### config.mk
export PLATFORM = sky130hd
export DESIGN_NAME = qorp_div_lane
export DESIGN_NICKNAME = d
export VERILOG_FILES = /design/src/rtl/quasi_optimal_rho_psi_eval_top_defines.svh /design/src/rtl/qorp_pkg.sv /design/src/rtl/qorp_div_lane.sv
export SDC_FILE = /design/constraint.sdc
export NUM_CORES = 1
export LEC_CHECK = 0
export BUFFER_PORTS_ARGS = -buffer_cell sky130_fd_sc_hd__buf_2
export CAP_MARGIN = 20
export CORE_MARGIN = 1.5
export CORE_UTILIZATION = 40
export DETAILED_ROUTE_END_ITERATION = 16
export GPL_TIMING_DRIVEN = 0
export SLEW_MARGIN = 20
export SYNTH_ARGS = -nofsm -noshare
export SYNTH_HDL_FRONTEND = slang
export SYNTH_SLANG_ARGS = --single-unit
### constraint.sdc
create_clock -name clk_i -period 13 [get_ports clk_i]
set_input_delay 1.3 -clock clk_i [delete_from_list [all_inputs] [get_ports clk_i]]
set_output_delay 1.3 -clock clk_i [all_outputs]
set_load 0.01 [all_outputs]
### src/rtl/quasi_optimal_rho_psi_eval_top_defines.svh
// ----------------------------------------------------------------------------
// Assertion macros for the quasi-optimal loss evaluator
// Clocked on clk_i, disabled while rst_ni is low.
// ----------------------------------------------------------------------------
`ifndef QUASI_OPTIMAL_RHO_PSI_EVAL_TOP_DEFINES_SVH
`define QUASI_OPTIMAL_RHO_PSI_EVAL_TOP_DEFINES_SVH

// property must hold at every edge out of reset
`define QORP_ASSERT(name, prop, msg) \
  name: assert property (@(posedge clk_i) disable iff (!rst_ni) (prop)) \
    else $error(msg);

// condition must never be seen out of reset
`define QORP_ASSERT_NEVER(name, cond, msg) \
  name: assert property (@(posedge clk_i) disable iff (!rst_ni) !(cond)) \
    else $error(msg);

`endif

### src/rtl/qorp_pkg.sv
// ----------------------------------------------------------------------------
// qorp_pkg
// Types, widths and constants shared by the quasi-optimal loss evaluator.
// ----------------------------------------------------------------------------
`timescale 1ns / 1ps

package qorp_pkg;

  localparam int FRAC_BITS  = 16;
  localparam int DATA_WIDTH = 24;
  localparam int CFG_WIDTH  = 23;
  localparam int LOSS_WIDTH = FRAC_BITS + 1;
  localparam int STAGES     = 15;

  // powers of u, unsigned Q.16, sized to the clamped range of u (<= 3.5)
  localparam int U_W  = 18;
  localparam int U2_W = 20;
  localparam int U3_W = 22;
  localparam int U4_W = 24;
  localparam int U5_W = 26;
  localparam int U6_W = 27;
  localparam int U7_W = 29;
  localparam int U8_W = 31;

  localparam int TERM_W = 34;
  localparam int SUM_W  = 37;
  localparam int NUM_W  = 36;
  localparam int QUO_W  = 25;
  localparam int M1_W   = 32;
  localparam int MAG_W  = 39;

  localparam int HALF_LSB = 2 ** (FRAC_BITS - 1);

  localparam logic [U_W-1:0]        U_CAP     = U_W'(7 * 2 ** (FRAC_BITS - 1));
  localparam logic [LOSS_WIDTH-1:0] LOSS_ONE  = LOSS_WIDTH'(2 ** FRAC_BITS);
  localparam logic [CFG_WIDTH-1:0]  CFG_RESET = CFG_WIDTH'(2 ** FRAC_BITS);

  // polynomial coefficients in thousandths
  localparam int C_QUAD_RHO   = 500;
  localparam int C_QUAD_SLOPE = 1000;
  localparam int C_R2 = 972;
  localparam int C_R4 = 432;
  localparam int C_R6 = 52;
  localparam int C_R8 = 2;
  localparam int C_S1 = 1944;
  localparam int C_S3 = 1728;
  localparam int C_S5 = 312;
  localparam int C_S7 = 16;
  localparam int C_C2 = 5184;
  localparam int C_C4 = 1560;
  localparam int C_C6 = 112;

  localparam logic signed [SUM_W-1:0] RHO_CONST  = SUM_W'(1792 * 2 ** FRAC_BITS);
  localparam logic signed [SUM_W-1:0] CURV_CONST = SUM_W'(1944 * 2 ** FRAC_BITS);
  localparam logic signed [SUM_W-1:0] QUAD_CURV  = SUM_W'(1000 * 2 ** FRAC_BITS);

  // rounded division by 3250: floor reciprocal 2^37/3250 plus one correction
  localparam int DIVISOR     = 3250;
  localparam int ROUND_BIAS  = DIVISOR / 2;
  localparam int DIV_RECIP_W = 26;
  localparam int DIV_SHIFT   = 37;
  localparam int DIV_SPLIT   = 18;
  localparam logic [DIV_RECIP_W-1:0] DIV_RECIP = DIV_RECIP_W'(42288908);

  localparam logic [DATA_WIDTH-1:0] SAT_POS = {1'b0, {(DATA_WIDTH - 1){1'b1}}};
  localparam logic [DATA_WIDTH-1:0] SAT_NEG = {1'b1, {(DATA_WIDTH - 1){1'b0}}};

  localparam logic CFG_TUNING_CONST = 1'b0;
  localparam logic CFG_TUNING_RECIP = 1'b1;

  typedef enum logic [1:0] {
    REGION_QUAD = 2'd0,
    REGION_POLY = 2'd1,
    REGION_FLAT = 2'd2
  } region_e;

  typedef struct packed {
    logic    neg;
    region_e region;
  } tag_t;

  typedef struct packed {
    logic [U_W-1:0]  u;
    logic [U2_W-1:0] u2;
    logic [U3_W-1:0] u3;
    logic [U4_W-1:0] u4;
    logic [U5_W-1:0] u5;
    logic [U6_W-1:0] u6;
    logic [U7_W-1:0] u7;
    logic [U8_W-1:0] u8;
  } pow_t;

  typedef struct packed {
    logic             sign;
    logic [NUM_W-1:0] num;
  } dividend_t;

  typedef struct packed {
    dividend_t rho;
    dividend_t slope;
    dividend_t curv;
  } num_set_t;

  typedef struct packed {
    logic             sign;
    logic [QUO_W-1:0] mag;
  } quot_t;

endpackage

### src/rtl/qorp_div_lane.sv
// ----------------------------------------------------------------------------
// qorp_div_lane
// Rounded division of a biased magnitude by 3250 over four stages.
// ----------------------------------------------------------------------------
`timescale 1ns / 1ps

module qorp_div_lane import qorp_pkg::*; (
  input  logic       clk_i,
  input  logic [3:0] en_i,
  input  dividend_t  num_i,
  output quot_t      quot_o
);

  localparam int HI_W   = NUM_W - DIV_SPLIT;
  localparam int PP_W   = HI_W + DIV_RECIP_W;
  localparam int FULL_W = PP_W + DIV_SPLIT;
  localparam int PRD_W  = NUM_W + 1;

  logic [PP_W-1:0]   pp_hi_q, pp_lo_q;
  logic [NUM_W-1:0]  num9_q, num10_q, num11_q;
  logic              sign9_q, sign10_q, sign11_q, sign12_q;
  logic [FULL_W-1:0] full_w;
  logic [QUO_W-1:0]  qe10_q, qe11_q, q12_q;
  logic [PRD_W-1:0]  prod11_q;
  logic [PRD_W-1:0]  rem_w;
  logic [QUO_W-1:0]  q_w;

  always_comb begin
    full_w = (FULL_W'(pp_hi_q) << DIV_SPLIT) + FULL_W'(pp_lo_q);
    rem_w  = PRD_W'(num11_q) - prod11_q;
    q_w    = qe11_q + QUO_W'(rem_w >= PRD_W'(DIVISOR));
  end

  always_ff @(posedge clk_i) begin
    if (en_i[0]) begin
      sign9_q <= num_i.sign;
      num9_q  <= num_i.num;
      pp_hi_q <= PP_W'(num_i.num[NUM_W-1:DIV_SPLIT]) * PP_W'(DIV_RECIP);
      pp_lo_q <= PP_W'(num_i.num[DIV_SPLIT-1:0]) * PP_W'(DIV_RECIP);
    end
    if (en_i[1]) begin
      sign10_q <= sign9_q;
      num10_q  <= num9_q;
      qe10_q   <= full_w[DIV_SHIFT +: QUO_W];
    end
    if (en_i[2]) begin
      sign11_q <= sign10_q;
      num11_q  <= num10_q;
      qe11_q   <= qe10_q;
      prod11_q <= PRD_W'(qe10_q) * PRD_W'(DIVISOR);
    end
    if (en_i[3]) begin
      sign12_q <= sign11_q;
      q12_q    <= q_w;
    end
  end

  assign quot_o = '{sign: sign12_q, mag: q12_q};

endmodule

==> impl_metrics.yaml <==
critical_path:
  cp_max_fo: 8
  crit_chain: "buf_2 > inv_1 > ha_1 > fa_1 > inv_1 > fa_1 > fa_1 > fa_1 > inv_1 > fa_1 > inv_1 > ha_1 > a21o_1 > a21o_1 > a21o_1 > a311o_1 > o21bai_1 > o2bb2ai_1 > or4_4 > a31oi_4 > nor4bb_1 > or3_1"
  path_common_cell: "fa_1"
  critPathRequiredTime_ps: 13280
  path_class: "input port to flip-flop"
  critPathMaxStageDelay_ps: 510
  start_kind: "input port"
  cp_data_arrival_time_ps: 7370
  cpMaxStageDelayCell: "fa_1"
  endpoint_kind: "flip-flop"
synth:
  syn_area_per_cell_um2: 11.0
  synth_edf_count: 285
  yosys_most_used_dff: "edfxtp_1"
  ys_seq_area_frac: 0.291
  ys_seq_elements: 285
  ys_warn_count: 0
  syn_nets: 3547
  synthCells: 2673
  synth_area_mm2: 0.0294
  yosysUniqueCellTypes: 85
  async_flop_share: 0
cts:
  clk_latency_ps: 550
  cts_resized: 0
  cts-hold-fix-buffers: 0
  htree_levels: 2
  post-cts-setup-buffer-count: 0
  cts_made_buffers: 35
  clk_path_buf_depth: 3
  cts_tree: "built"
  cts.sinks: 285
  root_buffer: "clkbuf_16"
  clkSlewWorstSetupHoldPaths_ps: 60
route:
  ant_nets: 0
  via_count: 18832
  wl_um: 62600
  wire_per_inst_um: 16.6
  drt-initial-drc-count: 732
  via_per_inst: 5.00
  drc: 0
  drtPass1Iterations: 4
layout:
  multiInputGateArea_mm2: 0.0185
  seq_area_mm2: 0.00856
  num-fill-cells: 6814
  fin_nets: 3654
  antennaDiodeCount: 0
  syn_to_final_growth_pct: 9.41
  final_area_mm2: 0.0322
  drive_above_1_share: 0.0621
  stdcell_count: 3763
run_status:
  run_status: "completed"
global_route:
  grt_pass1_wl_um: 105000
  grt_pass1_vias: 20605
  grt_max_degree: 83
  grt_usage: 0.175
  overflow: 0
  grt_antenna_before_repair: 1
die:
  die_h_um: 274
  start_util: 0.404
  io_pins: 68
  fp.dieW_um: 274
  rows: 99
  fp.dieArea_mm2: 0.0752
  core_mm2: 0.0730
sta:
  finalCriticalPeriod_ps: 7090
  hold_viol_final: 0
  tightest_slew_ps: 874
  finClkSkew_ps: 24.4
  setup_violations: 0
  slew_headroom: 0.410
  setup_tns_ps: 0
  rsz0062_at_grt: "false"
  post-route-period-util: 0.545
  slew_violations: 0
  timing.fmax_ghz: 0.141
placement:
  dpl_cell_area_mm2: 0.0311
  dp.cells: 3702
  port-buffer-count: 67
  hpwl_um: 52500
  place_congestion: 0.865
job:
  cap_violations: 0
hold_path:
  worstHoldPathType: "flip-flop to flip-flop"
-- critical path: cells and delay by family --
kind,cells,cell delay [ps]
AOI/OAI and AO/OA,7,1580
adders and majority gates,7,2970
and+or+nand+nor,3,930
buffers and inverters,5,600
-- cell usage after synthesis (7+ instances only) --
cell type	number	area, um2
inv_1	626	2350
ha_1	547	6840
edfxtp_1	285	8560
fa_1	285	5710
a21oi_1	114	571
xnor2_1	104	911
nor2_1	91	342
nand2_1	77	289
o21ai_0	64	320
a21o_1	60	450
nand3_1	43	215
xor2_1	42	368
and3_1	22	138
nor3_1	21	105
o21bai_1	19	143
a211oi_1	17	128
nand4_1	16	100
o21a_1	16	120
and2_1	13	81.3
nand2b_1	13	81.3
nor2b_1	13	81.3
or2_2	12	75.1
a31oi_1	11	68.8
a21boi_0	8	60.1
and4_1	8	70.1
o211ai_1	8	60.1
buf_2	7	35.0
or3_1	7	43.8
-- state kept, by name, indices dropped and copies added, names as in the netlist, 24 cells and up --
register	flops
qe10_q	25
qe11_q	25
q12_q	25
num11_q	36
prod11_q	33
pp_lo_q	24
num10_q	36
num9_q	36
pp_hi_q	41
-- layout by cell type, fill, tap and decap left out, types with 9 or more instances in the layout --
cell type,synthesis,final
inv_1,626,626
ha_1,547,547
fa_1,285,285
edfxtp_1,285,285
a21oi_1,114,114
xnor2_1,104,104
nor2_1,91,91
nand2_1,77,77
buf_2,7,71
o21ai_0,64,64
a21o_1,60,60
nand3_1,43,43
xor2_1,42,42
clkbuf_16,0,36
and3_1,22,22
nor3_1,21,21
o21bai_1,19,19
a211oi_1,17,17
o21a_1,16,16
nand4_1,16,16
and2_1,13,13
nand2b_1,13,13
nor2b_1,13,13
or2_2,12,12
a31oi_1,11,11
clkbuf_1,4,9
-- per-layer routing --
layer  global-route usage  share of wire  routed length (um)
met1                0.233           0.46               29000
met5                    0              0                   0
met3               0.0198          0.029                1790
met4               0.0390          0.018                1150
met2                0.305           0.49               30600
-- final timing paths --
path | from | end | slack, ps | depth (start not counted)
worst max-delay path | num_i[25] | pp_hi_q[40]$_DFFE_PP_ | 5910 | 22
worst min-delay path | num9_q[4]$_DFFE_PP_ | num10_q[4]$_DFFE_PP_ | 400 | 0
worst max register to register | qe10_q[2]$_DFFE_PP_ | prod11_q[33]$_DFFE_PP_ | 6720 | 20
worst min register to register | num9_q[4]$_DFFE_PP_ | num10_q[4]$_DFFE_PP_ | 400 | 0
-- cell families (layout without fill, tap and decap cells) --
kind of cell    Yosys count  in the layout  share of synthesized area
compound gates          398            398                     0.0916
buf+inv                 640            771                     0.0824
flops                   285            285                      0.291
fa+ha+maj               832            832                      0.426
xor+xnor                146            146                     0.0434
mux                       6              6                    0.00208
simple gates            366            366                     0.0635
-- final cells by class --
type,count,share of cell area
Clock inverter,20,0.00703
Sequential cell,285,0.266
Clock buffer,41,0.0285
Tap cell,959,0.0372
Timing Repair Buffer,70,0.0132
Buffer,14,0.00237
Multi-Input combinational cell,1748,0.573
Inverter,626,0.0729
-- per-stage QoR --
stage,utilization,hold WS (ps),setup slack (ps)
2_1_floorplan,-,400,6250
3_3_place_gp,0.425,401,5350
3_5_place_dp,0.426,405,5300
4_1_cts,0.442,388,5890
5_1_grt,0.442,405,5660
6_report,0.442,398,5910
Power is left out: the tool's default activity adds up to more than one toggle a clock period on the data nets, which glitch-free logic cannot reach.
