==> src/rtl/quasi_optimal_rho_psi_eval_top_defines.svh <==
// ----------------------------------------------------------------------------
// Assertion macros for the quasi-optimal loss evaluator
// Clocked on clk_i, disabled while rst_ni is low.
// ----------------------------------------------------------------------------
`ifndef QUASI_OPTIMAL_RHO_PSI_EVAL_TOP_DEFINES_SVH
`define QUASI_OPTIMAL_RHO_PSI_EVAL_TOP_DEFINES_SVH

// property must hold at every edge out of reset
`define QORP_ASSERT(name, prop, msg) \
  name: assert property (@(posedge clk_i) disable iff (!rst_ni) (prop)) \
    else $error(msg);

// condition must never be seen out of reset
`define QORP_ASSERT_NEVER(name, cond, msg) \
  name: assert property (@(posedge clk_i) disable iff (!rst_ni) !(cond)) \
    else $error(msg);

`endif

==> src/rtl/qorp_pkg.sv <==
// ----------------------------------------------------------------------------
// qorp_pkg
// Types, widths and constants shared by the quasi-optimal loss evaluator.
// ----------------------------------------------------------------------------
`timescale 1ns / 1ps

package qorp_pkg;

  localparam int FRAC_BITS  = 16;
  localparam int DATA_WIDTH = 24;
  localparam int CFG_WIDTH  = 23;
  localparam int LOSS_WIDTH = FRAC_BITS + 1;
  localparam int STAGES     = 15;

  // powers of u, unsigned Q.16, sized to the clamped range of u (<= 3.5)
  localparam int U_W  = 18;
  localparam int U2_W = 20;
  localparam int U3_W = 22;
  localparam int U4_W = 24;
  localparam int U5_W = 26;
  localparam int U6_W = 27;
  localparam int U7_W = 29;
  localparam int U8_W = 31;

  localparam int TERM_W = 34;
  localparam int SUM_W  = 37;
  localparam int NUM_W  = 36;
  localparam int QUO_W  = 25;
  localparam int M1_W   = 32;
  localparam int MAG_W  = 39;

  localparam int HALF_LSB = 2 ** (FRAC_BITS - 1);

  localparam logic [U_W-1:0]        U_CAP     = U_W'(7 * 2 ** (FRAC_BITS - 1));
  localparam logic [LOSS_WIDTH-1:0] LOSS_ONE  = LOSS_WIDTH'(2 ** FRAC_BITS);
  localparam logic [CFG_WIDTH-1:0]  CFG_RESET = CFG_WIDTH'(2 ** FRAC_BITS);

  // polynomial coefficients in thousandths
  localparam int C_QUAD_RHO   = 500;
  localparam int C_QUAD_SLOPE = 1000;
  localparam int C_R2 = 972;
  localparam int C_R4 = 432;
  localparam int C_R6 = 52;
  localparam int C_R8 = 2;
  localparam int C_S1 = 1944;
  localparam int C_S3 = 1728;
  localparam int C_S5 = 312;
  localparam int C_S7 = 16;
  localparam int C_C2 = 5184;
  localparam int C_C4 = 1560;
  localparam int C_C6 = 112;

  localparam logic signed [SUM_W-1:0] RHO_CONST  = SUM_W'(1792 * 2 ** FRAC_BITS);
  localparam logic signed [SUM_W-1:0] CURV_CONST = SUM_W'(1944 * 2 ** FRAC_BITS);
  localparam logic signed [SUM_W-1:0] QUAD_CURV  = SUM_W'(1000 * 2 ** FRAC_BITS);

  // rounded division by 3250: floor reciprocal 2^37/3250 plus one correction
  localparam int DIVISOR     = 3250;
  localparam int ROUND_BIAS  = DIVISOR / 2;
  localparam int DIV_RECIP_W = 26;
  localparam int DIV_SHIFT   = 37;
  localparam int DIV_SPLIT   = 18;
  localparam logic [DIV_RECIP_W-1:0] DIV_RECIP = DIV_RECIP_W'(42288908);

  localparam logic [DATA_WIDTH-1:0] SAT_POS = {1'b0, {(DATA_WIDTH - 1){1'b1}}};
  localparam logic [DATA_WIDTH-1:0] SAT_NEG = {1'b1, {(DATA_WIDTH - 1){1'b0}}};

  localparam logic CFG_TUNING_CONST = 1'b0;
  localparam logic CFG_TUNING_RECIP = 1'b1;

  typedef enum logic [1:0] {
    REGION_QUAD = 2'd0,
    REGION_POLY = 2'd1,
    REGION_FLAT = 2'd2
  } region_e;

  typedef struct packed {
    logic    neg;
    region_e region;
  } tag_t;

  typedef struct packed {
    logic [U_W-1:0]  u;
    logic [U2_W-1:0] u2;
    logic [U3_W-1:0] u3;
    logic [U4_W-1:0] u4;
    logic [U5_W-1:0] u5;
    logic [U6_W-1:0] u6;
    logic [U7_W-1:0] u7;
    logic [U8_W-1:0] u8;
  } pow_t;

  typedef struct packed {
    logic             sign;
    logic [NUM_W-1:0] num;
  } dividend_t;

  typedef struct packed {
    dividend_t rho;
    dividend_t slope;
    dividend_t curv;
  } num_set_t;

  typedef struct packed {
    logic             sign;
    logic [QUO_W-1:0] mag;
  } quot_t;

endpackage

==> src/rtl/qorp_poly_sum.sv <==
// ----------------------------------------------------------------------------
// qorp_poly_sum
// Coefficient terms, zone sums and rounding bias for the three numerators.
// ----------------------------------------------------------------------------
`timescale 1ns / 1ps

module qorp_poly_sum import qorp_pkg::*; (
  input  logic       clk_i,
  input  logic [2:0] en_i,
  input  tag_t       tag_i,
  input  pow_t       pow_i,
  output tag_t       tag_o,
  output num_set_t   nums_o
);

  tag_t tag6_q, tag7_q, tag8_q;

  logic [TERM_W-1:0] qr_q, qs_q;
  logic [TERM_W-1:0] r2_q, r4_q, r6_q, r8_q;
  logic [TERM_W-1:0] s1_q, s3_q, s5_q, s7_q;
  logic [TERM_W-1:0] c2_q, c4_q, c6_q;

  logic signed [SUM_W-1:0] sr_w, ss_w, sc_w;
  logic signed [SUM_W-1:0] sr_q, ss_q, sc_q;
  num_set_t                nums_w;
  num_set_t                nums_q;

  function automatic dividend_t bias_sm(input logic signed [SUM_W-1:0] s);
    logic             neg;
    logic [SUM_W-1:0] sel;
    logic [SUM_W-1:0] sum;
    neg = s[SUM_W-1];
    sel = neg ? ~$unsigned(s) : $unsigned(s);
    sum = sel + SUM_W'(neg ? ROUND_BIAS + 1 : ROUND_BIAS);
    return '{sign: neg, num: sum[NUM_W-1:0]};
  endfunction

  always_comb begin
    if (tag6_q.region == REGION_QUAD) begin
      sr_w = $signed(SUM_W'(qr_q));
      ss_w = $signed(SUM_W'(qs_q));
      sc_w = QUAD_CURV;
    end else begin
      sr_w = RHO_CONST - $signed(SUM_W'(r2_q)) + $signed(SUM_W'(r4_q))
           - $signed(SUM_W'(r6_q)) + $signed(SUM_W'(r8_q));
      ss_w = $signed(SUM_W'(s3_q)) - $signed(SUM_W'(s1_q))
           - $signed(SUM_W'(s5_q)) + $signed(SUM_W'(s7_q));
      sc_w = $signed(SUM_W'(c2_q)) - CURV_CONST
           - $signed(SUM_W'(c4_q)) + $signed(SUM_W'(c6_q));
    end
  end

  always_comb begin
    nums_w.rho   = bias_sm(sr_q);
    nums_w.slope = bias_sm(ss_q);
    nums_w.curv  = bias_sm(sc_q);
  end

  always_ff @(posedge clk_i) begin
    if (en_i[0]) begin
      tag6_q <= tag_i;
      qr_q <= TERM_W'(pow_i.u2) * TERM_W'(C_QUAD_RHO);
      qs_q <= TERM_W'(pow_i.u)  * TERM_W'(C_QUAD_SLOPE);
      r2_q <= TERM_W'(pow_i.u2) * TERM_W'(C_R2);
      r4_q <= TERM_W'(pow_i.u4) * TERM_W'(C_R4);
      r6_q <= TERM_W'(pow_i.u6) * TERM_W'(C_R6);
      r8_q <= TERM_W'(pow_i.u8) * TERM_W'(C_R8);
      s1_q <= TERM_W'(pow_i.u)  * TERM_W'(C_S1);
      s3_q <= TERM_W'(pow_i.u3) * TERM_W'(C_S3);
      s5_q <= TERM_W'(pow_i.u5) * TERM_W'(C_S5);
      s7_q <= TERM_W'(pow_i.u7) * TERM_W'(C_S7);
      c2_q <= TERM_W'(pow_i.u2) * TERM_W'(C_C2);
      c4_q <= TERM_W'(pow_i.u4) * TERM_W'(C_C4);
      c6_q <= TERM_W'(pow_i.u6) * TERM_W'(C_C6);
    end
    if (en_i[1]) begin
      tag7_q <= tag6_q;
      sr_q   <= sr_w;
      ss_q   <= ss_w;
      sc_q   <= sc_w;
    end
    if (en_i[2]) begin
      tag8_q <= tag7_q;
      nums_q <= nums_w;
    end
  end

  assign tag_o  = tag8_q;
  assign nums_o = nums_q;

endmodule

==> config.mk <==
export PLATFORM = sky130hd
export DESIGN_NAME = qorp_poly_sum
export DESIGN_NICKNAME = d
export VERILOG_FILES = /design/src/rtl/quasi_optimal_rho_psi_eval_top_defines.svh /design/src/rtl/qorp_pkg.sv /design/src/rtl/qorp_poly_sum.sv
export SDC_FILE = /design/constraint.sdc
export NUM_CORES = 2
export LEC_CHECK = 0
export BUFFER_PORTS_ARGS = -buffer_cell sky130_fd_sc_hd__buf_2
export CAP_MARGIN = 20
export CORE_MARGIN = 1.5
export CORE_UTILIZATION = 30
export DETAILED_ROUTE_END_ITERATION = 10
export PLACE_DENSITY = 0.51
export RECOVER_POWER = 100
export SLEW_MARGIN = 20
export SYNTH_ARGS = -nofsm -noshare
export SYNTH_HDL_FRONTEND = slang
export SYNTH_SLANG_ARGS = --single-unit
==> constraint.sdc <==
create_clock -name clk_i -period 6.4 [get_ports clk_i]
set_input_delay 0.32 -clock clk_i [delete_from_list [all_inputs] [get_ports clk_i]]
set_output_delay 0.32 -clock clk_i [all_outputs]
set_load 0.02 [all_outputs]
==> results.yml <==
floorplanning:
  core_area_um2: 199500
  initial_utilization_pct: 30.16
  rows: 164
  dieWidth_um: 450.8
  die_h_um: 450.8
  die_area_um2: 203200
  ioPinCount: 318
synth:
  synthArstFlopShare_pct: 0
  synth_ff_type: "edfxtp_1"
  synth_edf_count: 581
  yosys.cell_types.count: 92
  synthCells: 5965
  synth_seq_area_share_pct: 29.00
  syn_avg_cell_area_um2: 10.09
  syn-cell-area_um2: 60160
  synth_seq_cells: 581
  yosysWarnings: 0
global_routing:
  antenna_found_initial: 34
  grt_pass1_vias: 43090
  grt_overflow: 0
  grt_start_max_net_pins: 155
  grt_pass1_wl_um: 258800
  grt_usage_pct: 16.59
hold_path:
  min_path_cells: 2
  hp-class: "in -> reg"
worst_setup_path:
  critPathCaptureType: "flop"
  cp.arrival_ns: 6.20
  required_ns: 6.73
  crit_fanout: 4
  crit_path_start_kind: "flop"
  critPathKind: "reg -> reg"
  reg2reg_depth: 12
run_status:
  status: "finished, violations left"
  violations: "capacitance limit, slew limit"
layout:
  areaGrowthSynthToFinish_pct: 13.11
  nFillCells: 20560
  final_cell_area_um2: 68050
  fin_nets: 7871
  drive_gt1_share_pct: 5.308
timing:
  period_minus_slack_ns: 5.876
  rsz0062_at_grt: "false"
  fin_worst_skew_ns: 0.04414
  hold_viol: 0
  relSlewSlack_pct: -235.4
  worst_pin_slew_ns: 5.031
  fin_crit_sh_pct: 91.81
  setup_viol: 0
  slew_viol_final: 542
  max_freq_mhz: 170.2
  finalWorstSetupSlack_ns: 0.5245
  tns_ns: 0
clock_tree:
  cts_buffers: 75
  clkLatencyLatePin_ns: 0.69
  clock-sinks: 581
  clock-root-buffer: "clkbuf_16"
  path_clk_slew_ns: 0.06
  cts_tree: "yes"
  clock_path_buffers: 3
  htreeDepth: 3
  post_cts_buffers: 0
  cts_resized: 0
  hold_buffers: 74
drt:
  vias: 43310
  wl_met1_um: 79330
  viasPerCell: 4.755
  drt_iter0_drc: 2822
  drcViolationCount: 0
  postRouteAntennaNets: 0
  wl_met2_um: 78960
  top_layer: "met5"
  wl_um: 169200
  dr.pass1.iters: 5
  wl_met3_um: 7230
  wl_per_cell_um: 18.58
flow_run:
  drv_cap: 11
placed_design:
  postPlaceCellArea_um2: 65010
  globalplace.congestion: 0.9105
  post-place-ws_ns: 0.8078
  port_buffers: 310
  hpwl_um: 141000
synthesized netlist by cell type, drive strengths merged (66+ instances only):
library cell | instances | area share [%]
nand3 | 100 | 0.83
xnor2 | 324 | 4.7
nand2b | 66 | 0.69
fa | 564 | 19
nor2 | 309 | 1.9
a21oi | 339 | 2.8
xor2 | 164 | 2.4
ha | 719 | 15
a21o | 121 | 1.5
inv | 1216 | 7.6
nand2 | 279 | 1.8
o21ai | 207 | 1.7
edfxtp | 581 | 29
nor3 | 111 | 0.93
sequential cells by signal (all words and copies together) (netlist names), 25 cells and up:
signal  cells
c2_q       27
s7_q       29
sr_q       36
ss_q       34
s1_q       26
sc_q       34
r6_q       30
r4_q       26
nums_o    104
r8_q       31
s5_q       31
qr_q       25
s3_q       27
c6_q       30
r2_q       27
c4_q       31
worst max-delay path: stages, from the launching register on:
cell,delay [ns]
edfxtp_1,0.49
inv_1,0.10
fa_1,0.54
inv_1,0.04
ha_1,0.32
a21o_1,0.23
a221o_1,0.30
a31o_2,0.25
o311ai_0,1.21
o211ai_1,0.49
a31oi_1,0.50
nor2_1,0.13
o311ai_0,0.91
cell usage in the layout (no fill, tap or decap), types with 16 or more instances in the layout:
master | netlist | layout
a211oi_1 | 48 | 48
a21o_1 | 120 | 120
a21oi_1 | 338 | 338
a31oi_1 | 61 | 61
and2_1 | 24 | 19
and3_1 | 58 | 58
buf_2 | 5 | 166
clkbuf_1 | 55 | 173
clkbuf_16 | 0 | 76
dlygate4sd3_1 | 0 | 74
edfxtp_1 | 581 | 581
fa_1 | 564 | 564
ha_1 | 719 | 719
inv_1 | 1215 | 1216
nand2_1 | 278 | 279
nand2b_1 | 66 | 66
nand3_1 | 100 | 100
nand4_1 | 22 | 22
nor2_1 | 309 | 308
nor2b_1 | 43 | 43
nor3_1 | 110 | 110
nor3b_1 | 16 | 16
nor4_1 | 23 | 24
o211ai_1 | 30 | 30
o21a_1 | 57 | 57
o21ai_0 | 204 | 206
o21bai_1 | 40 | 40
o22ai_1 | 21 | 22
o311ai_0 | 16 | 16
o31ai_1 | 19 | 19
or2_2 | 18 | 18
or3_1 | 47 | 47
xnor2_1 | 324 | 324
xor2_1 | 164 | 164
metal layers:
layer	up-vias	global-route usage, %
met5	-	0
met4	22	4.609
met3	170	2.080
met2	915	27.21
met1	21130	22.90
li1	21080	-
worst paths after layout:
| check | startpoint | end | slack [ns] |
|---|---|---|---|
| worst max-delay path | c2_q[9] | sc_q[28] | 0.52 |
| worst min-delay path | pow_i[181] | qs_q[5] | 0.09 |
| worst max register to register | c2_q[9] | sc_q[28] | 0.52 |
| worst min register to register | tag6_q[2] | tag7_q[2] | 0.42 |
through the flow:
stage                     util [%]  hold WS (ns)  std cells
after CTS                    34.28       0.01326       9099
after global placement       32.60        0.4030       8889
final                        34.12       0.08810       9108
after detailed placement     32.60        0.4071       8889
after global routing         34.11       0.08569       9105
after floorplan                  -        0.4003       5970
cells by family (layout without fill, tap and decap cells):
family / count (synthesis) / in the layout / share of synthesized area, %
AO/OA/AOI/OAI: 1122 / 1122 / 12.07
XOR/XNOR: 488 / 488 / 7.105
adder cells (fa/ha/maj): 1283 / 1283 / 33.72
buffers and inverters: 1294 / 1767 / 8.141
flip-flops: 581 / 581 / 29.00
multiplexers: 16 / 16 / 0.2683
other: 2 / 16 / 0.01248
AND/OR/NAND/NOR: 1179 / 1179 / 9.680
layout make-up:
cell class | count | area (um2) | share of cell area (%)
timing repair buffer | 415 | 2292 | 3.369
clock buffer | 83 | 1928 | 2.834
tap | 2656 | 3323 | 4.884
antenna | 9 | 22.52 | 0.03310
clock inverter | 53 | 683.2 | 1.004
sequential | 581 | 17450 | 25.64
multi-input combinational | 4095 | 37790 | 55.53
inverter | 1216 | 4564 | 6.708
Power is not shown: default switching activity piles up to over one toggle a cycle in this logic, so the estimate is an artifact.
