`src/rtl/quasi_optimal_rho_psi_eval_top_defines.svh`:
```
// ----------------------------------------------------------------------------
// Assertion macros for the quasi-optimal loss evaluator
// Clocked on clk_i, disabled while rst_ni is low.
// ----------------------------------------------------------------------------
`ifndef QUASI_OPTIMAL_RHO_PSI_EVAL_TOP_DEFINES_SVH
`define QUASI_OPTIMAL_RHO_PSI_EVAL_TOP_DEFINES_SVH

// property must hold at every edge out of reset
`define QORP_ASSERT(name, prop, msg) \
  name: assert property (@(posedge clk_i) disable iff (!rst_ni) (prop)) \
    else $error(msg);

// condition must never be seen out of reset
`define QORP_ASSERT_NEVER(name, cond, msg) \
  name: assert property (@(posedge clk_i) disable iff (!rst_ni) !(cond)) \
    else $error(msg);

`endif

```
`src/rtl/qorp_pkg.sv`:
```
// ----------------------------------------------------------------------------
// qorp_pkg
// Types, widths and constants shared by the quasi-optimal loss evaluator.
// ----------------------------------------------------------------------------
`timescale 1ns / 1ps

package qorp_pkg;

  localparam int FRAC_BITS  = 16;
  localparam int DATA_WIDTH = 24;
  localparam int CFG_WIDTH  = 23;
  localparam int LOSS_WIDTH = FRAC_BITS + 1;
  localparam int STAGES     = 15;

  // powers of u, unsigned Q.16, sized to the clamped range of u (<= 3.5)
  localparam int U_W  = 18;
  localparam int U2_W = 20;
  localparam int U3_W = 22;
  localparam int U4_W = 24;
  localparam int U5_W = 26;
  localparam int U6_W = 27;
  localparam int U7_W = 29;
  localparam int U8_W = 31;

  localparam int TERM_W = 34;
  localparam int SUM_W  = 37;
  localparam int NUM_W  = 36;
  localparam int QUO_W  = 25;
  localparam int M1_W   = 32;
  localparam int MAG_W  = 39;

  localparam int HALF_LSB = 2 ** (FRAC_BITS - 1);

  localparam logic [U_W-1:0]        U_CAP     = U_W'(7 * 2 ** (FRAC_BITS - 1));
  localparam logic [LOSS_WIDTH-1:0] LOSS_ONE  = LOSS_WIDTH'(2 ** FRAC_BITS);
  localparam logic [CFG_WIDTH-1:0]  CFG_RESET = CFG_WIDTH'(2 ** FRAC_BITS);

  // polynomial coefficients in thousandths
  localparam int C_QUAD_RHO   = 500;
  localparam int C_QUAD_SLOPE = 1000;
  localparam int C_R2 = 972;
  localparam int C_R4 = 432;
  localparam int C_R6 = 52;
  localparam int C_R8 = 2;
  localparam int C_S1 = 1944;
  localparam int C_S3 = 1728;
  localparam int C_S5 = 312;
  localparam int C_S7 = 16;
  localparam int C_C2 = 5184;
  localparam int C_C4 = 1560;
  localparam int C_C6 = 112;

  localparam logic signed [SUM_W-1:0] RHO_CONST  = SUM_W'(1792 * 2 ** FRAC_BITS);
  localparam logic signed [SUM_W-1:0] CURV_CONST = SUM_W'(1944 * 2 ** FRAC_BITS);
  localparam logic signed [SUM_W-1:0] QUAD_CURV  = SUM_W'(1000 * 2 ** FRAC_BITS);

  // rounded division by 3250: floor reciprocal 2^37/3250 plus one correction
  localparam int DIVISOR     = 3250;
  localparam int ROUND_BIAS  = DIVISOR / 2;
  localparam int DIV_RECIP_W = 26;
  localparam int DIV_SHIFT   = 37;
  localparam int DIV_SPLIT   = 18;
  localparam logic [DIV_RECIP_W-1:0] DIV_RECIP = DIV_RECIP_W'(42288908);

  localparam logic [DATA_WIDTH-1:0] SAT_POS = {1'b0, {(DATA_WIDTH - 1){1'b1}}};
  localparam logic [DATA_WIDTH-1:0] SAT_NEG = {1'b1, {(DATA_WIDTH - 1){1'b0}}};

  localparam logic CFG_TUNING_CONST = 1'b0;
  localparam logic CFG_TUNING_RECIP = 1'b1;

  typedef enum logic [1:0] {
    REGION_QUAD = 2'd0,
    REGION_POLY = 2'd1,
    REGION_FLAT = 2'd2
  } region_e;

  typedef struct packed {
    logic    neg;
    region_e region;
  } tag_t;

  typedef struct packed {
    logic [U_W-1:0]  u;
    logic [U2_W-1:0] u2;
    logic [U3_W-1:0] u3;
    logic [U4_W-1:0] u4;
    logic [U5_W-1:0] u5;
    logic [U6_W-1:0] u6;
    logic [U7_W-1:0] u7;
    logic [U8_W-1:0] u8;
  } pow_t;

  typedef struct packed {
    logic             sign;
    logic [NUM_W-1:0] num;
  } dividend_t;

  typedef struct packed {
    dividend_t rho;
    dividend_t slope;
    dividend_t curv;
  } num_set_t;

  typedef struct packed {
    logic             sign;
    logic [QUO_W-1:0] mag;
  } quot_t;

endpackage

```
`src/rtl/qorp_scale_out.sv`:
```
// ----------------------------------------------------------------------------
// qorp_scale_out
// Clamps rho, scales psi by 1/cc and curvature twice by 1/cc, saturates, output register.
// ----------------------------------------------------------------------------
`timescale 1ns / 1ps

module qorp_scale_out import qorp_pkg::*; (
  input  logic                         clk_i,
  input  logic [2:0]                   en_i,
  input  tag_t                         tag_i,
  input  quot_t                        rho_i,
  input  quot_t                        slope_i,
  input  quot_t                        curv_i,
  input  logic [CFG_WIDTH-1:0]         tuning_recip_i,
  output logic [LOSS_WIDTH-1:0]        loss_value_o,
  output logic signed [DATA_WIDTH-1:0] slope_value_o,
  output logic signed [DATA_WIDTH-1:0] curvature_value_o,
  output region_e                      region_o,
  output logic                         clipped_o
);

  localparam int SP_W = QUO_W + CFG_WIDTH;
  localparam int C2_W = M1_W + CFG_WIDTH;

  tag_t                  tag13_q, tag14_q;
  logic [LOSS_WIDTH-1:0] loss13_q, loss14_q;
  logic                  psi_neg13_q, psi_neg14_q;
  logic [M1_W-1:0]       psi13_q, psi14_q;
  logic                  curv_neg13_q, curv_neg14_q;
  logic [M1_W-1:0]       curv13_q;
  logic [MAG_W-1:0]      curv14_q;

  logic [LOSS_WIDTH-1:0] loss_w;
  logic [SP_W-1:0]       psi_prod_w, curv_prod_w;
  logic [C2_W-1:0]       curv2_prod_w;
  logic [DATA_WIDTH:0]   psi_sat_w, curv_sat_w;

  logic [LOSS_WIDTH-1:0] loss_q;
  logic [DATA_WIDTH-1:0] slope_q, curv_q;
  region_e               region_q;
  logic                  clipped_q;

  // returns {clip, value}
  function automatic logic [DATA_WIDTH:0] saturate_sm(input logic neg,
                                                      input logic [MAG_W-1:0] mag);
    logic [DATA_WIDTH:0] res;
    if (!neg) begin
      if (mag > MAG_W'(SAT_POS)) begin
        res = {1'b1, SAT_POS};
      end else begin
        res = {1'b0, mag[DATA_WIDTH-1:0]};
      end
    end else begin
      if (mag > MAG_W'(SAT_NEG)) begin
        res = {1'b1, SAT_NEG};
      end else begin
        res = {1'b0, ~mag[DATA_WIDTH-1:0] + DATA_WIDTH'(1)};
      end
    end
    return res;
  endfunction

  always_comb begin
    if (rho_i.sign) begin
      loss_w = '0;
    end else if (rho_i.mag > QUO_W'(LOSS_ONE)) begin
      loss_w = LOSS_ONE;
    end else begin
      loss_w = rho_i.mag[LOSS_WIDTH-1:0];
    end
    psi_prod_w   = SP_W'(slope_i.mag) * SP_W'(tuning_recip_i) + SP_W'(HALF_LSB);
    curv_prod_w  = SP_W'(curv_i.mag) * SP_W'(tuning_recip_i) + SP_W'(HALF_LSB);
    curv2_prod_w = C2_W'(curv13_q) * C2_W'(tuning_recip_i) + C2_W'(HALF_LSB);
    psi_sat_w    = saturate_sm(psi_neg14_q, MAG_W'(psi14_q));
    curv_sat_w   = saturate_sm(curv_neg14_q, curv14_q);
  end

  always_ff @(posedge clk_i) begin
    if (en_i[0]) begin
      tag13_q      <= tag_i;
      loss13_q     <= loss_w;
      psi_neg13_q  <= tag_i.neg ^ slope_i.sign;
      psi13_q      <= psi_prod_w[FRAC_BITS +: M1_W];
      curv_neg13_q <= curv_i.sign;
      curv13_q     <= curv_prod_w[FRAC_BITS +: M1_W];
    end
    if (en_i[1]) begin
      tag14_q      <= tag13_q;
      loss14_q     <= loss13_q;
      psi_neg14_q  <= psi_neg13_q;
      psi14_q      <= psi13_q;
      curv_neg14_q <= curv_neg13_q;
      curv14_q     <= curv2_prod_w[FRAC_BITS +: MAG_W];
    end
    if (en_i[2]) begin
      region_q <= tag14_q.region;
      if (tag14_q.region == REGION_FLAT) begin
        loss_q    <= LOSS_ONE;
        slope_q   <= '0;
        curv_q    <= '0;
        clipped_q <= 1'b0;
      end else begin
        loss_q    <= loss14_q;
        slope_q   <= psi_sat_w[DATA_WIDTH-1:0];
        curv_q    <= curv_sat_w[DATA_WIDTH-1:0];
        clipped_q <= psi_sat_w[DATA_WIDTH] | curv_sat_w[DATA_WIDTH];
      end
    end
  end

  assign loss_value_o      = loss_q;
  assign slope_value_o     = $signed(slope_q);
  assign curvature_value_o = $signed(curv_q);
  assign region_o          = region_q;
  assign clipped_o         = clipped_q;

endmodule

```
`config.mk`:
```
export PLATFORM = sky130hd
export DESIGN_NAME = qorp_scale_out
export DESIGN_NICKNAME = d
export VERILOG_FILES = /design/src/rtl/quasi_optimal_rho_psi_eval_top_defines.svh /design/src/rtl/qorp_pkg.sv /design/src/rtl/qorp_scale_out.sv
export SDC_FILE = /design/constraint.sdc
export NUM_CORES = 2
export LEC_CHECK = 0
export ABC_AREA = 0
export BUFFER_PORTS_ARGS = -buffer_cell sky130_fd_sc_hd__buf_4
export CAP_MARGIN = 30
export CELL_PAD_IN_SITES_DETAIL_PLACEMENT = 0
export CELL_PAD_IN_SITES_GLOBAL_PLACEMENT = 2
export CORE_AREA = 2 2 410 412
export CTS_CLUSTER_DIAMETER = 120
export DETAILED_ROUTE_END_ITERATION = 7
export DIE_AREA = 0 0 412 414
export HOLD_SLACK_MARGIN = 0.1
export PLACE_DENSITY_LB_ADDON = 0.1
export SLEW_MARGIN = 10
export SYNTH_ARGS = -nofsm -noshare
export SYNTH_HDL_FRONTEND = slang
export SYNTH_SLANG_ARGS = --single-unit
export TNS_END_PERCENT = 50
```
`constraint.sdc`:
```
create_clock -name clk_i -period 10.1 [get_ports clk_i]
set_input_delay 1.01 -clock clk_i [delete_from_list [all_inputs] [get_ports clk_i]]
set_output_delay 1.01 -clock clk_i [all_outputs]
set_load 0.1 [all_outputs]
```
==> metrics.md <==
| Metric | Value |
|---|---|
| Chip height | `414 um` |
| Max Cap Viol | `0` |
| Reg area | `7360 um2` |
| Register area share after synthesis | `0.104` |
| Clk buf depth | `3` |
| CP Max Fanout | `27` |
| Ys async rst share | `0` |
| FILL cells | `16500` |
| Global-route wire length before repair | `329000 um` |
| Initial antenna violation count | `15` |
| Most frequent cells in the layout | `1950 x inv_1, 1596 x fa_1, 1054 x nand2_1` |
| Critical Path AT | `8.63 ns` |
| # nets final | `9864` |
| Full die area | `171000 um2` |
| Vias in the first global route | `54100` |
| Fin Clk Skew | `0.0592 ns` |
| Peak Freq | `123 MHz` |
| Vias/cell | `5.07` |
| Synthesized flop and latch total | `245` |
| Maximum number of pins on one net before global-route repair | `69` |
| Inserted Clock Buffers | `29` |
| CTS tree | `yes` |
| DR iter-0 viols | `2829` |
| Initial DRT Pass Iterations | `5` |
| Post-synth EDFFs | `245` |
| H-tree levels | `1` |
| Syn Nets | `9956` |
| Area occupied by multi-input gates | `54700 um2` |
| Main flop type after synthesis | `edfxtp_1` |
| CP Data Required Time | `10.57 ns` |
| Core box area | `166000 um2` |
| # clock sinks | `245` |
| Routed len/inst | `21.4 um` |
| Tmin final | `8.16 ns` |
| Final setup violation count | `0` |
| CTS root buf | `clkbuf_16` |
| Crit start category | `primary input` |
| Total GRT Usage | `0.253` |
| Status | `finished clean` |
| Final GP Congestion | `0.875` |
| Post-CTS Resized | `0` |
| Synthesized cell area | `70900 um2` |
| Count of pins over their slew limit | `0` |
| Crit. End Element | `flop` |
| DRC violations left | `0` |
| Most common cell after layout, fill and taps aside | `inv_1` |
| Via count | `49700` |
| Worst-margin pin slew | `1.02 ns` |
| Post-DP HPWL | `162000 um` |
| Headroom to the max-slew limit | `0.320` |
| Netlist cell types | `69` |
| Area growth syn-to-layout | `6.43%` |
| Starting Density | `0.427` |
| I/O pins | `176` |
| Die Wd | `412 um` |
| Row count | `150` |
| Cts hold-fix bufs | `0` |
| Syn. warnings | `0` |
| RSZ-0062 raised after global routing | `no` |
| Average size of a mapped cell | `9.24 um2` |
| Final Cycle Share | `0.808` |
| Hold slack | `0.417 ns` |
| Grt ovf | `0` |
| Total negative setup slack | `0 ns` |
| Crit Path Class | `primary input to flop` |
| Clock latency on the worst-skew pair | `0.63 ns` |
| Hold WC Path Type | `flop to flop` |
| Antenna viol nets, final | `0` |
| Clock transition at the registers of the reported paths | `0.06 ns` |
| Mapped Cells | `7674` |
| Post-CTS repair timing setup buffer count | `0` |
| Layout cells sized above 1 | `0.0469` |
| Final WL | `210000 um` |
| IO Port Bufs | `175` |
| Hold Violations, Final | `0` |
-- cells by family (layout without fill, tap and decap cells) --
family / Yosys count / after routing / synth area share
adders and majority gates: 2174 / 2174 / 0.552
xor gates and xnor gates: 103 / 103 / 0.0127
and+or+nand+nor: 2340 / 2340 / 0.165
other: 0 / 4 / 0
buffers and inverters: 2365 / 2296 / 0.125
DFF: 245 / 245 / 0.104
AOI/OAI and AO/OA: 447 / 447 / 0.0411
-- final timing paths --
| check | start | endpoint | slack (ns) | cells after the start |
|---|---|---|---|---|
| max | tuning_recip_i[2] | curv14_q[21]$_DFFE_PP_ | 1.94 | 25 |
| min reg2reg | loss13_q[2]$_SDFFCE_PP0P_ | loss14_q[2]$_DFFE_PP_ | 0.42 | 0 |
| min | loss13_q[2]$_SDFFCE_PP0P_ | loss14_q[2]$_DFFE_PP_ | 0.42 | 0 |
| max reg2reg | curv13_q[10]$_DFFE_PP_ | curv14_q[21]$_DFFE_PP_ | 2.17 | 24 |
-- cell usage after synthesis, types with 7 or more instances --
cell | instances | area share
inv_1 | 1950 | 0.10
fa_1 | 1596 | 0.45
nand2_1 | 1054 | 0.056
and2_1 | 937 | 0.083
ha_1 | 578 | 0.10
clkbuf_1 | 336 | 0.018
edfxtp_1 | 245 | 0.10
nor2_1 | 120 | 0.0063
a21oi_1 | 119 | 0.0084
a21o_1 | 84 | 0.0089
buf_1 | 74 | 0.0039
xnor2_1 | 61 | 0.0075
o21ai_0 | 59 | 0.0042
xor2_1 | 42 | 0.0052
nor3_1 | 39 | 0.0028
a211oi_1 | 37 | 0.0039
nand3_1 | 36 | 0.0025
nand4_1 | 33 | 0.0029
nor2b_1 | 26 | 0.0023
o21bai_1 | 21 | 0.0022
nor4_1 | 20 | 0.0018
o21ai_1 | 20 | 0.0014
o31ai_1 | 19 | 0.0020
or3_1 | 16 | 0.0014
nor3b_1 | 14 | 0.0015
o211ai_1 | 13 | 0.0014
o21a_1 | 12 | 0.0013
a221oi_1 | 10 | 0.0012
a31oi_1 | 10 | 0.00088
or2_2 | 7 | 0.00062
-- area by class of cell --
class | instances | area share
flip-flops and latches | 245 | 0.0974
inverters | 1950 | 0.0969
well taps | 2204 | 0.0365
diodes | 4 | 0.000133
multi-input cells | 5064 | 0.725
clock buffers | 33 | 0.00981
repair buffers | 292 | 0.0311
clock inverters | 21 | 0.00341
-- state kept, by name, summed over array words and instances (netlist names) --
name and flops:
clipped_o 1, curv13_q 32, curv14_q 39, curv_neg13_q 1
curv_neg14_q 1, curvature_value_o 24, loss13_q 17, loss14_q 17
loss_value_o 17, psi13_q 32, psi14_q 32, psi_neg13_q 1
psi_neg14_q 1, region_o 2, slope_value_o 24, tag13_q 2
tag14_q 2
-- per-stage QoR --
stage | instances | utilization | instance area [um2] | setup WS [ns]
global route | 9809 | 0.454 | 75500 | 1.61
CTS | 9808 | 0.454 | 75500 | 2.02
finish | 9813 | 0.454 | 75500 | 1.94
floorplan | 7674 | - | 70900 | 2.29
global placement | 9751 | 0.448 | 74400 | 1.40
detailed placement | 9754 | 0.448 | 74500 | 1.38
-- layer usage --
layer / vias up / global-route usage / part of all wire
met1: 26200 / 0.368 / 0.46
met4: 12 / 0.0431 / 0.018
met2: 1078 / 0.417 / 0.48
met5: - / 0 / 0.00033
li1: 22300 / - / -
met3: 176 / 0.0199 / 0.041
-- worst max-delay path: stages --
cell and delay, ns:
buf_4 0.49, buf_4 0.35, nand2_1 0.12, fa_1 0.48
fa_1 0.53, inv_1 0.06, fa_1 0.53, ha_1 0.14
inv_1 0.05, fa_1 0.47, inv_1 0.05, fa_1 0.54
inv_1 0.05, fa_1 0.49, inv_1 0.05, ha_1 0.40
nand2_1 0.07, o21ai_0 0.49, a311oi_1 0.23, a211oi_1 0.49
nor2_1 0.20, a2111oi_1 0.64, o31ai_1 0.22, a31oi_1 0.23
xor2_1 0.20
Power is left out: the tool's default activity adds up to more than one toggle a clock period on the data nets, which glitch-free logic cannot reach.
